`src/rtl/msm_pkg.sv`:
```
// ============================================================================
// msm_pkg
// Types and constants shared by the mecanum wheel speed mixer.
// ============================================================================
package msm_pkg;

    localparam int VEL_W        = 16;
    localparam int REG_W        = 15;
    localparam int MIX_W        = 18;
    localparam int MAG_W        = 17;
    localparam int PROD_W       = MAG_W + REG_W;
    localparam int Q_W          = REG_W;
    localparam int NUM_WHEELS   = 4;
    localparam int FRONT_STAGES = 3;
    localparam int LATENCY      = FRONT_STAGES + 1 + Q_W + 1;
    localparam int CFG_IDX_W    = 3;

    typedef logic [CFG_IDX_W-1:0] t_cfg_idx;

    localparam t_cfg_idx CFG_LIMIT_X   = 3'd0;
    localparam t_cfg_idx CFG_LIMIT_Y   = 3'd1;
    localparam t_cfg_idx CFG_LIMIT_ROT = 3'd2;
    localparam t_cfg_idx CFG_WHEEL_MAX = 3'd3;

    localparam logic [REG_W-1:0] RESET_REG = 15'd8000;

    typedef struct packed {
        logic signed [VEL_W-1:0] vel_x;
        logic signed [VEL_W-1:0] vel_y;
        logic signed [VEL_W-1:0] vel_rot;
    } t_cmd;

    typedef struct packed {
        logic signed [VEL_W-1:0] wheel_a;
        logic signed [VEL_W-1:0] wheel_b;
        logic signed [VEL_W-1:0] wheel_c;
        logic signed [VEL_W-1:0] wheel_d;
    } t_wheels;

    typedef struct packed {
        logic [REG_W-1:0] limit_x;
        logic [REG_W-1:0] limit_y;
        logic [REG_W-1:0] limit_rot;
        logic [REG_W-1:0] wheel_max;
    } t_cfg;

    // Front end result: wheel signs, magnitudes and the largest magnitude.
    typedef struct packed {
        logic                                valid;
        logic [NUM_WHEELS-1:0]               neg;
        logic [NUM_WHEELS-1:0][MAG_W-1:0]    mag;
        logic [MAG_W-1:0]                    max_abs;
    } t_front;

    // Back end result: signs and final magnitudes.
    typedef struct packed {
        logic                                valid;
        logic [NUM_WHEELS-1:0]               neg;
        logic [NUM_WHEELS-1:0][Q_W-1:0]      mag;
    } t_scaled;

endpackage

```
`src/rtl/msm_front.sv`:
```
// ============================================================================
// msm_front
// Clamp, mix and peak-magnitude stages (three register stages).
// ============================================================================
module msm_front (
    input  logic                 i_clk,
    input  logic                 i_rst_n,
    input  logic                 i_valid,
    input  msm_pkg::t_cmd        i_cmd,
    input  msm_pkg::t_cfg        i_cfg,
    output msm_pkg::t_front      o_front
);

    function automatic logic signed [msm_pkg::VEL_W-1:0] clamp_sym(
        input logic signed [msm_pkg::VEL_W-1:0] v,
        input logic [msm_pkg::REG_W-1:0]        lim
    );
        logic signed [msm_pkg::VEL_W-1:0] l;
        l = $signed({1'b0, lim});
        if (v > l) begin
            return l;
        end else if (v < -l) begin
            return -l;
        end
        return v;
    endfunction

    // stage 1: clamped components
    logic                              r_s1_valid;
    logic signed [msm_pkg::VEL_W-1:0]  r_s1_x, r_s1_y, r_s1_w;

    // stage 2: per-wheel sign and magnitude
    logic                                                  r_s2_valid;
    logic [msm_pkg::NUM_WHEELS-1:0]                        r_s2_neg;
    logic [msm_pkg::NUM_WHEELS-1:0][msm_pkg::MAG_W-1:0]    r_s2_mag;
    logic [msm_pkg::NUM_WHEELS-1:0]                        n_s2_neg;
    logic [msm_pkg::NUM_WHEELS-1:0][msm_pkg::MAG_W-1:0]    n_s2_mag;

    // stage 3: registered output
    logic                                                  r_s3_valid;
    logic [msm_pkg::NUM_WHEELS-1:0]                        r_s3_neg;
    logic [msm_pkg::NUM_WHEELS-1:0][msm_pkg::MAG_W-1:0]    r_s3_mag;
    logic [msm_pkg::MAG_W-1:0]                             r_s3_max;
    logic [msm_pkg::MAG_W-1:0]         n_max01, n_max23, n_max;

    logic signed [msm_pkg::MIX_W-1:0]  sx, sy, sw;
    logic signed [msm_pkg::MIX_W-1:0]  sp [msm_pkg::NUM_WHEELS];
    logic        [msm_pkg::MIX_W-1:0]  sp_neg [msm_pkg::NUM_WHEELS];

    always_comb begin
        sx = {{(msm_pkg::MIX_W-msm_pkg::VEL_W){r_s1_x[msm_pkg::VEL_W-1]}}, r_s1_x};
        sy = {{(msm_pkg::MIX_W-msm_pkg::VEL_W){r_s1_y[msm_pkg::VEL_W-1]}}, r_s1_y};
        sw = {{(msm_pkg::MIX_W-msm_pkg::VEL_W){r_s1_w[msm_pkg::VEL_W-1]}}, r_s1_w};
        sp[0] =  sx - sy + sw;
        sp[1] =  sx + sy + sw;
        sp[2] = -sx + sy + sw;
        sp[3] = -sx - sy + sw;
        for (int l = 0; l < msm_pkg::NUM_WHEELS; l++) begin
            sp_neg[l]   = -sp[l];
            n_s2_neg[l] = sp[l][msm_pkg::MIX_W-1];
            n_s2_mag[l] = n_s2_neg[l] ? sp_neg[l][msm_pkg::MAG_W-1:0]
                                      : sp[l][msm_pkg::MAG_W-1:0];
        end
    end

    always_comb begin
        n_max01 = (r_s2_mag[0] > r_s2_mag[1]) ? r_s2_mag[0] : r_s2_mag[1];
        n_max23 = (r_s2_mag[2] > r_s2_mag[3]) ? r_s2_mag[2] : r_s2_mag[3];
        n_max   = (n_max01 > n_max23) ? n_max01 : n_max23;
    end

    always_ff @(posedge i_clk) begin
        if (!i_rst_n) begin
            r_s1_valid  <= 1'b0;
            r_s2_valid  <= 1'b0;
            r_s3_valid  <= 1'b0;
        end else begin
            r_s1_valid  <= i_valid;
            r_s2_valid  <= r_s1_valid;
            r_s3_valid  <= r_s2_valid;
        end
    end

    always_ff @(posedge i_clk) begin
        r_s1_x       <= clamp_sym(i_cmd.vel_x, i_cfg.limit_x);
        r_s1_y       <= clamp_sym(i_cmd.vel_y, i_cfg.limit_y);
        r_s1_w       <= clamp_sym(i_cmd.vel_rot, i_cfg.limit_rot);
        r_s2_neg     <= n_s2_neg;
        r_s2_mag     <= n_s2_mag;
        r_s3_neg     <= r_s2_neg;
        r_s3_mag     <= r_s2_mag;
        r_s3_max     <= n_max;
    end

    assign o_front = '{valid: r_s3_valid, neg: r_s3_neg, mag: r_s3_mag, max_abs: r_s3_max};

endmodule

```
`config.mk`:
```
export PLATFORM = sky130hd
export DESIGN_NAME = msm_front
export DESIGN_NICKNAME = d
export VERILOG_FILES = /design/src/rtl/msm_pkg.sv /design/src/rtl/msm_front.sv
export SDC_FILE = /design/constraint.sdc
export NUM_CORES = 1
export LEC_CHECK = 0
export BUFFER_PORTS_ARGS = -buffer_cell sky130_fd_sc_hd__buf_2
export CAP_MARGIN = 20
export CORE_MARGIN = 2
export CORE_UTILIZATION = 41
export CTS_BUF_LIST = sky130_fd_sc_hd__clkbuf_4 sky130_fd_sc_hd__clkbuf_8
export CTS_CLUSTER_SIZE = 10
export DETAILED_ROUTE_END_ITERATION = 16
export HOLD_SLACK_MARGIN = 0.08
export PLACE_DENSITY = 0.71
export SLEW_MARGIN = 10
export SYNTH_ARGS = -nofsm -noshare
export SYNTH_HDL_FRONTEND = slang
export SYNTH_SLANG_ARGS = --single-unit
```
`constraint.sdc`:
```
create_clock -name i_clk -period 6.29 [get_ports i_clk]
set_input_delay 0.629 -clock i_clk [delete_from_list [all_inputs] [get_ports i_clk]]
set_output_delay 0.629 -clock i_clk [all_outputs]
set_load 0.02 [all_outputs]
```
==> results of run 1 <==
[where the power goes]
| group | internal, mW | leakage, nW | switching [mW] | total (mW) |
|---|---|---|---|---|
| combinational | 3.04 | 7.10 | 4.33 | 7.38 |
| sequential | 2.00 | 1.74 | 0.365 | 2.36 |
| clock | 0.814 | 0.402 | 0.501 | 1.31 |
[cells by family after synthesis]
group	after synthesis
AOI/OAI and AO/OA	413
xor gates and xnor gates	168
adders and majority gates	284
buffers and inverters	319
DFF	206
muxes	76
and+or+nand+nor	393
[synth_stat cells, types with 4 or more instances]
cell type / instances / area (µm²)
ha_1: 217 / 2720
or3_1: 15 / 93.8
nor2b_1: 35 / 219
a211oi_1: 16 / 120
a31oi_1: 6 / 37.5
o41ai_1: 6 / 52.6
o211ai_1: 6 / 45.0
a21oi_1: 110 / 551
nand2_1: 64 / 240
o21bai_1: 9 / 67.6
nand3_1: 24 / 120
nor3_1: 67 / 335
and2_1: 17 / 106
dfxtp_1: 206 / 4120
xor2_1: 39 / 342
mux2i_1: 75 / 751
nand2b_1: 10 / 62.6
inv_1: 279 / 1050
nand3b_1: 6 / 45.0
a21o_1: 53 / 398
buf_2: 4 / 20.0
a22oi_1: 8 / 60.1
or4_1: 4 / 30.0
o2111ai_1: 4 / 35.0
o31ai_1: 20 / 150
o21a_1: 25 / 188
nand4_1: 24 / 150
buf_4: 4 / 30.0
a211o_1: 5 / 43.8
nor2_1: 85 / 319
nor4_1: 9 / 56.3
and3_1: 12 / 75.1
o21ai_0: 104 / 521
xnor2_1: 125 / 1090
clkbuf_1: 29 / 109
fa_1: 67 / 1340
a22o_1: 6 / 52.6
a221oi_1: 4 / 35.0
[flip-flops by register name, indices dropped and copies added, names as in the netlist]
signal and cells:
r_s2_valid 1, r_s2_neg 4, r_s3_valid 1, o_front 65, r_s1_valid 1, r_s3_neg 4
r_s1_x 16, r_s2_mag 65, r_s3_max 17, r_s1_w 16, r_s1_y 16
[layout make-up]
cell class                      count  area, µm²
Multi-Input combinational cell   1334      11100
Inverter                          280       1050
Clock inverter                     12        210
Fill cell                        3791      20900
Clock buffer                       43        554
Tap cell                          525        657
Sequential cell                   206       4120
Timing Repair Buffer              195       1000
[per-stage QoR]
stage | hold WS [ns] | cells | worst slack, ns | cell area [µm²]
after global placement | 0.315 | 2540 | 1.42 | 17900
after floorplan | 0.310 | 1859 | 1.36 | 16400
after CTS | 0.228 | 2595 | 1.31 | 18700
final | 0.265 | 2595 | 1.23 | 18700
after detailed placement | 0.313 | 2540 | 1.33 | 17900
after global routing | 0.245 | 2595 | 0.917 | 18700
[critical path, stage by stage, from the launching register on]
cell and delay, ns:
dfxtp_1 0.39, inv_1 0.18, ha_1 0.27, nand2_1 0.11, nor3_1 0.31, nand2_1 0.18, nor2_1 0.14, xnor2_1 0.19
fa_1 0.50, ha_1 0.35, a211o_1 0.28, a311o_1 0.34, a21boi_1 0.24, o21ai_0 0.21, a21o_1 0.22, a21oi_1 0.24
xnor2_2 0.36, mux2_2 0.42
[routing by layer]
metal  share of wire, %  track usage, %  wire (µm)  vias up
met1                 44            25.9      18800     6335
met4                2.9            6.33       1230        2
met2                 47            35.8      20300      385
met5              0.030               0         13        -
met3                5.8            2.54       2460       74
li1                   -               -          -     6731
[worst max-delay path by stage]
stage                               to  cells past startpoint
final                     r_s2_mag[52]                     17
after global routing      r_s2_mag[47]                     18
after CTS                 r_s2_mag[52]                     17
after detailed placement   r_s3_max[4]                     23
after global placement    r_s2_mag[47]                     18
after floorplan           r_s3_max[10]                     19
==> out/metrics.cfg, run 1 <==
[synthesis]
synth_xor_area_share_pct = 9.16
synthCells = 1859
ys_types = 82
avgSynthCellArea_um2 = 8.81
syn-cell-area_um2 = 16400
synth_compound_area_share_pct = 16.2
yosys.area_share.simple_pct = 12.6
synthMuxAreaShare_pct = 4.65
synth-adder-area-share_pct = 24.8
syn_nets = 2254
synth_top_family_by_area = adder cells
synth_ff_type = dfxtp_1
ys_seq_elements = 206
synthArstFlopShare_pct = 0
synth_enable_flop_cells = 0
ys_warn_count = 0
yosysSeqAreaShare_pct = 25.2

[hold_path]
min_path_type = in2reg
holdPathStages = 2
worstHoldEndpoint = r_s1_valid
min_from = i_valid

[cts]
postCtsHoldBufs = 0
h-tree-depth = 1
path_clk_slew_ns = 0.07
cts_tree = yes
clockRootBuffer = clkbuf_8
worstSkewPairLatency_ns = 0.56
cts.sinks = 206
postCtsSetupBuffers = 0
cts_buffer_depth = 3
cts_resized = 0
cts_buffers = 31

[timing]
clock.fmax_mhz = 198
drv_slew = 0
max_slew_margin_pct = 40.8
hold_viol_final = 0
period_share_pct = 80.4
skew_ns = 0.0154
setup-tns-final_ns = 0
tightest_slew_ns = 0.888
min_period_ns = 5.06
rsz0062_at_grt = false
setup_viol = 0

[global_route]
overflow = 0
grt_max_degree = 36
antenna_found_initial = 2
grt_usage_pct = 20.4
grt_pass1_wl_um = 68000
grt_pass1_vias = 13500

[pwr]
p_per_area_nw_per_um2 = 591
p_leak_nw = 9.24
ir_drop_mv = 0.300
power_mw = 11.1

[floorplan]
core_um2 = 39500
rows = 73
die_h_um = 204
dieArea_um2 = 41600
die_x_um = 204
pin_count = 201
start_util_pct = 41.4

[critical_path]
reg2reg_slack_ns = 1.23
rr_startpoint = r_s1_x[0]
ff2ff_path_depth = 17
crit_arrival_ns = 5.50
worstPathRequired_ns = 6.73
cp-startpoint = r_s1_x[0]
reg2reg_to = r_s2_mag[52]
worstSetupEndpointType = flip-flop
critPathMaxFanout = 17
crit_path_start_kind = flip-flop
setup.worst_path.class = reg2reg

[final_layout]
post-route-util_pct = 47.2
layout_commonest_cell = inv_1
drive_gt1_share_pct = 13.8
nets = 2443
mostFrequentLayoutCells = inv_1 (279), ha_1 (217), dfxtp_1 (206)
n_antenna_cell = 0
area_growth_syn_to_layout_pct = 14.0

[place]
dp.final_hpwl_um = 36300
io_buffers = 185
finalWeightedCongestion = 0.936

[detailed_routing]
avgRoutedWirePerCell_um = 16.5
post_drt_via_cell_ratio = 5.21
drcViolationCount = 0
ant_nets = 0
num_vias = 13500
firstDrtPassIters = 5
drt_iter0_drc = 572
drt-total-wl_um = 42700

[status]
status = complete, no violations

[run]
cap_viol_max_count = 0

(Power assumes the default switching activity.)
==> run 2: changes to the inputs <==
--- a/config.mk
+++ b/config.mk
@@ -13,7 +13,7 @@
 export CTS_CLUSTER_SIZE = 10
 export DETAILED_ROUTE_END_ITERATION = 16
 export HOLD_SLACK_MARGIN = 0.08
-export PLACE_DENSITY = 0.71
+export PLACE_DENSITY = 0.73
 export SLEW_MARGIN = 10
 export SYNTH_ARGS = -nofsm -noshare
 export SYNTH_HDL_FRONTEND = slang
==> constraint.sdc (replaced) <==
create_clock -name i_clk -period 4.45 [get_ports i_clk]
set_input_delay 0.445 -clock i_clk [delete_from_list [all_inputs] [get_ports i_clk]]
set_output_delay 0.445 -clock i_clk [all_outputs]
set_load 0.02 [all_outputs]
==> run 2 against run 1 <==
Effect of this change: final cell count up 3.8%; total power up 59%; sequential power up 42%; first-iteration DRC count up 22%; final area up 6.2%; via count up 5.0%; core utilization up 3.0 points; flip-flop and latch count unchanged; non-clock buffer count up 91; hold slack worse by 0.13 ns; critical path depth up 1; setup slack worse by 1.2 ns.
==> out/metrics.cfg, run 2 (synthesized netlist as in run 1, its figures left out) <==
[global_route]
grt_pass1_wl_um = 70700  ; +3.9%
grt_pass1_vias = 14200  ; +5.2%
antenna_found_initial = 0  ; -2
grt_usage_pct = 21.0  ; +0.68 points
overflow = 0  ; unchanged
grt_max_degree = 39  ; +8.3%

[detailed_routing]
drt-total-wl_um = 44400  ; +3.8%
drcViolationCount = 0  ; unchanged
drt_iter0_drc = 695  ; +22%
avgRoutedWirePerCell_um = 16.5  ; about the same
firstDrtPassIters = 5  ; unchanged
num_vias = 14200  ; +5.0%
post_drt_via_cell_ratio = 5.27  ; +1.1%
ant_nets = 0  ; unchanged

[place]
dp.final_hpwl_um = 37000  ; +1.9%
io_buffers = 185  ; unchanged
dp.cells = 2616  ; +3.0%
finalWeightedCongestion = 0.977  ; +4.3%
place_area_um2 = 18500  ; +3.5%
dp_slack_ns = -0.243  ; -1.58 ns

[pwr]
p_sw_mw = 8.18  ; +57%
ir_drop_mv = 0.750  ; +150%
p_per_area_nw_per_um2 = 887  ; +50%
clkPwrFrac_pct = 9.7  ; -2.2 points
switching_share_pct = 46.4  ; -0.60 points
internal-power_mw = 9.44  ; +61%
power.share.combinational_pct = 71.3  ; +4.6 points
p_seq_share_pct = 19.0  ; -2.4 points
p_leak_nw = 9.75  ; +5.6%
power_mw = 17.6  ; +59%

[timing]
setup_viol = 0  ; unchanged
drv_slew = 0  ; unchanged
min_period_ns = 4.39  ; -0.666 ns
period_share_pct = 98.7  ; +18 points
holdWs_ns = 0.131  ; -0.134 ns
max_slew_margin_pct = 49.7  ; +8.9 points
setup-tns-final_ns = 0  ; unchanged
clock.fmax_mhz = 228  ; +15%
skew_ns = 0.0266  ; +0.0113 ns
setup_slack_ns = 0.0590  ; -1.17 ns
hold_viol_final = 0  ; unchanged
rsz0062_at_grt = true
tightest_slew_ns = 0.749  ; -0.139 ns

[critical_path]
reg2reg_slack_ns = 0.06  ; -1.17 ns
crit_arrival_ns = 4.78  ; -0.72 ns
reg2reg_to = r_s2_mag[37]
crit_path_start_kind = flip-flop
crit_top_cell = buf_4
cp-startpoint = r_s1_x[4]
setup.worst_path.class = reg2reg
worstSetupEndpointType = flip-flop
ff2ff_path_depth = 18  ; +1
worstPathRequired_ns = 4.84  ; -1.89 ns
rr_startpoint = r_s1_x[4]
max_stage_delay_ns = 0.53  ; +0.03 ns
crit_end = r_s2_mag[37]
cpMaxStageDelayCell = fa_1
cp_cell_sequence = nor4_2, nand4_1, buf_4, xnor2_1, fa_1, inv_1, ha_1, a21o_1, a31oi_2, o31ai_2, o41ai_2, o21ba_2, o21ai_2, xor2_2, buf_4, buf_4, nor2_1, xnor2_1
critPathMaxFanout = 6  ; -11

[hold_path]
min_path_type = in2reg
min_from = i_valid

[cts]
cts_buffer_depth = 3  ; unchanged
cts_buffers = 34  ; +9.7%
path_clk_slew_ns = 0.06  ; about the same
worstSkewPairLatency_ns = 0.53  ; -0.03 ns
clockRootBuffer = clkbuf_8
h-tree-depth = 2  ; +1
cts_tree = yes
cts.sinks = 206  ; unchanged

[floorplan]
start_util_pct = 41.4  ; unchanged
dieArea_um2 = 41600  ; unchanged
rows = 73  ; unchanged
core_um2 = 39500  ; unchanged
die_h_um = 204  ; unchanged
pin_count = 201  ; unchanged
die_x_um = 204  ; unchanged

[final_layout]
area_growth_syn_to_layout_pct = 21.2
layout_commonest_cell = inv_1
n_antenna_cell = 0  ; unchanged
post-route-util_pct = 50.2  ; +3.0 points
final_cells = 2693  ; +3.8%
drive_gt1_share_pct = 21.2  ; +7.4 points
mostFrequentLayoutCells = inv_1 (277), ha_1 (207), dfxtp_1 (198)
nets = 2539  ; +3.9%
fin_area_um2 = 19900  ; +6.2%

[status]
status = complete, no violations

[run]
cap_viol_max_count = 0  ; unchanged

-- run 2: cell types whose count changed in the layout (fill, tap and decap cells not counted), moves of 8 or more --
| cell | delta |
|---|---|
| dfxtp_1 | -8 |
| a21oi_1 | -8 |
| ha_1 | -10 |
| buf_4 | +84 |
| dfxtp_2 | +8 |
-- run 2: layer usage --
metal  routed length (µm)  part of all wire, %  vias to the layer above  global-route usage (%)
li1                     -                    -                     6938                       -
met1                19200                   43                     6686                    26.5
met2                21300                   48                      475                    37.1
met3                 2400                  5.4                       99                    2.34
met4                 1410                  3.2                        0                    7.40
met5                    0                    0                        -                       0
-- run 2: final cells by class --
cell class | instances | area [µm²]
Timing Repair inverter | 1 | 7.51
Sequential cell | 206 | 4130
Tap cell | 525 | 657
Inverter | 280 | 1050
Clock buffer | 51 | 658
Fill cell | 3687 | 19700
Timing Repair Buffer | 286 | 1760
Clock inverter | 9 | 66.3
Multi-Input combinational cell | 1335 | 11500
-- run 2: what timing repair did --
| item | 4_1_cts | 5_1_grt |
|---|---|---|
| gates resized for setup | 8 | 85 |
| setup buffers | 2 | 13 |
| cloned | 1 | 2 |
| setup endpoints to repair | 25 | 68 |
| pin swaps | 5 | 43 |
| hold buffers | 0 | 0 |
-- run 2: how the worst min path moves through the flow --
| stage | cells after the start | slack (ns) | end |
|---|---|---|---|
| 2_1_floorplan | 0 | 0.31 | r_s3_neg[0] |
| 3_3_place_gp | 0 | 0.32 | r_s3_neg[3] |
| 3_5_place_dp | 0 | 0.31 | r_s3_neg[3] |
| 4_1_cts | 2 | 0.11 | r_s1_valid |
| 5_1_grt | 2 | 0.12 | r_s1_valid |
| 6_report | 2 | 0.13 | r_s1_valid |
-- run 2: power groups by stage --
| stage | sequential (mW) | combinational, mW | clock, mW |
|---|---|---|---|
| floorplan | 3.70 | 7.33 | 0 |
| global placement | 3.35 | 10.9 | 0 |
| detailed placement | 3.38 | 11.3 | 0 |
| CTS | 3.34 | 11.5 | 1.76 |
| global route | 3.43 | 13.7 | 1.83 |
| finish | 3.35 | 12.6 | 1.70 |
-- run 2: worst max-delay path: cells and delay by family, from the launching register on --
family,cells,cell delay [ns]
compound gates,6,1.18
xor+xnor,3,0.80
fa+ha+maj,2,0.83
buf+inv,4,0.57
flops,1,0.32
simple gates,3,0.54
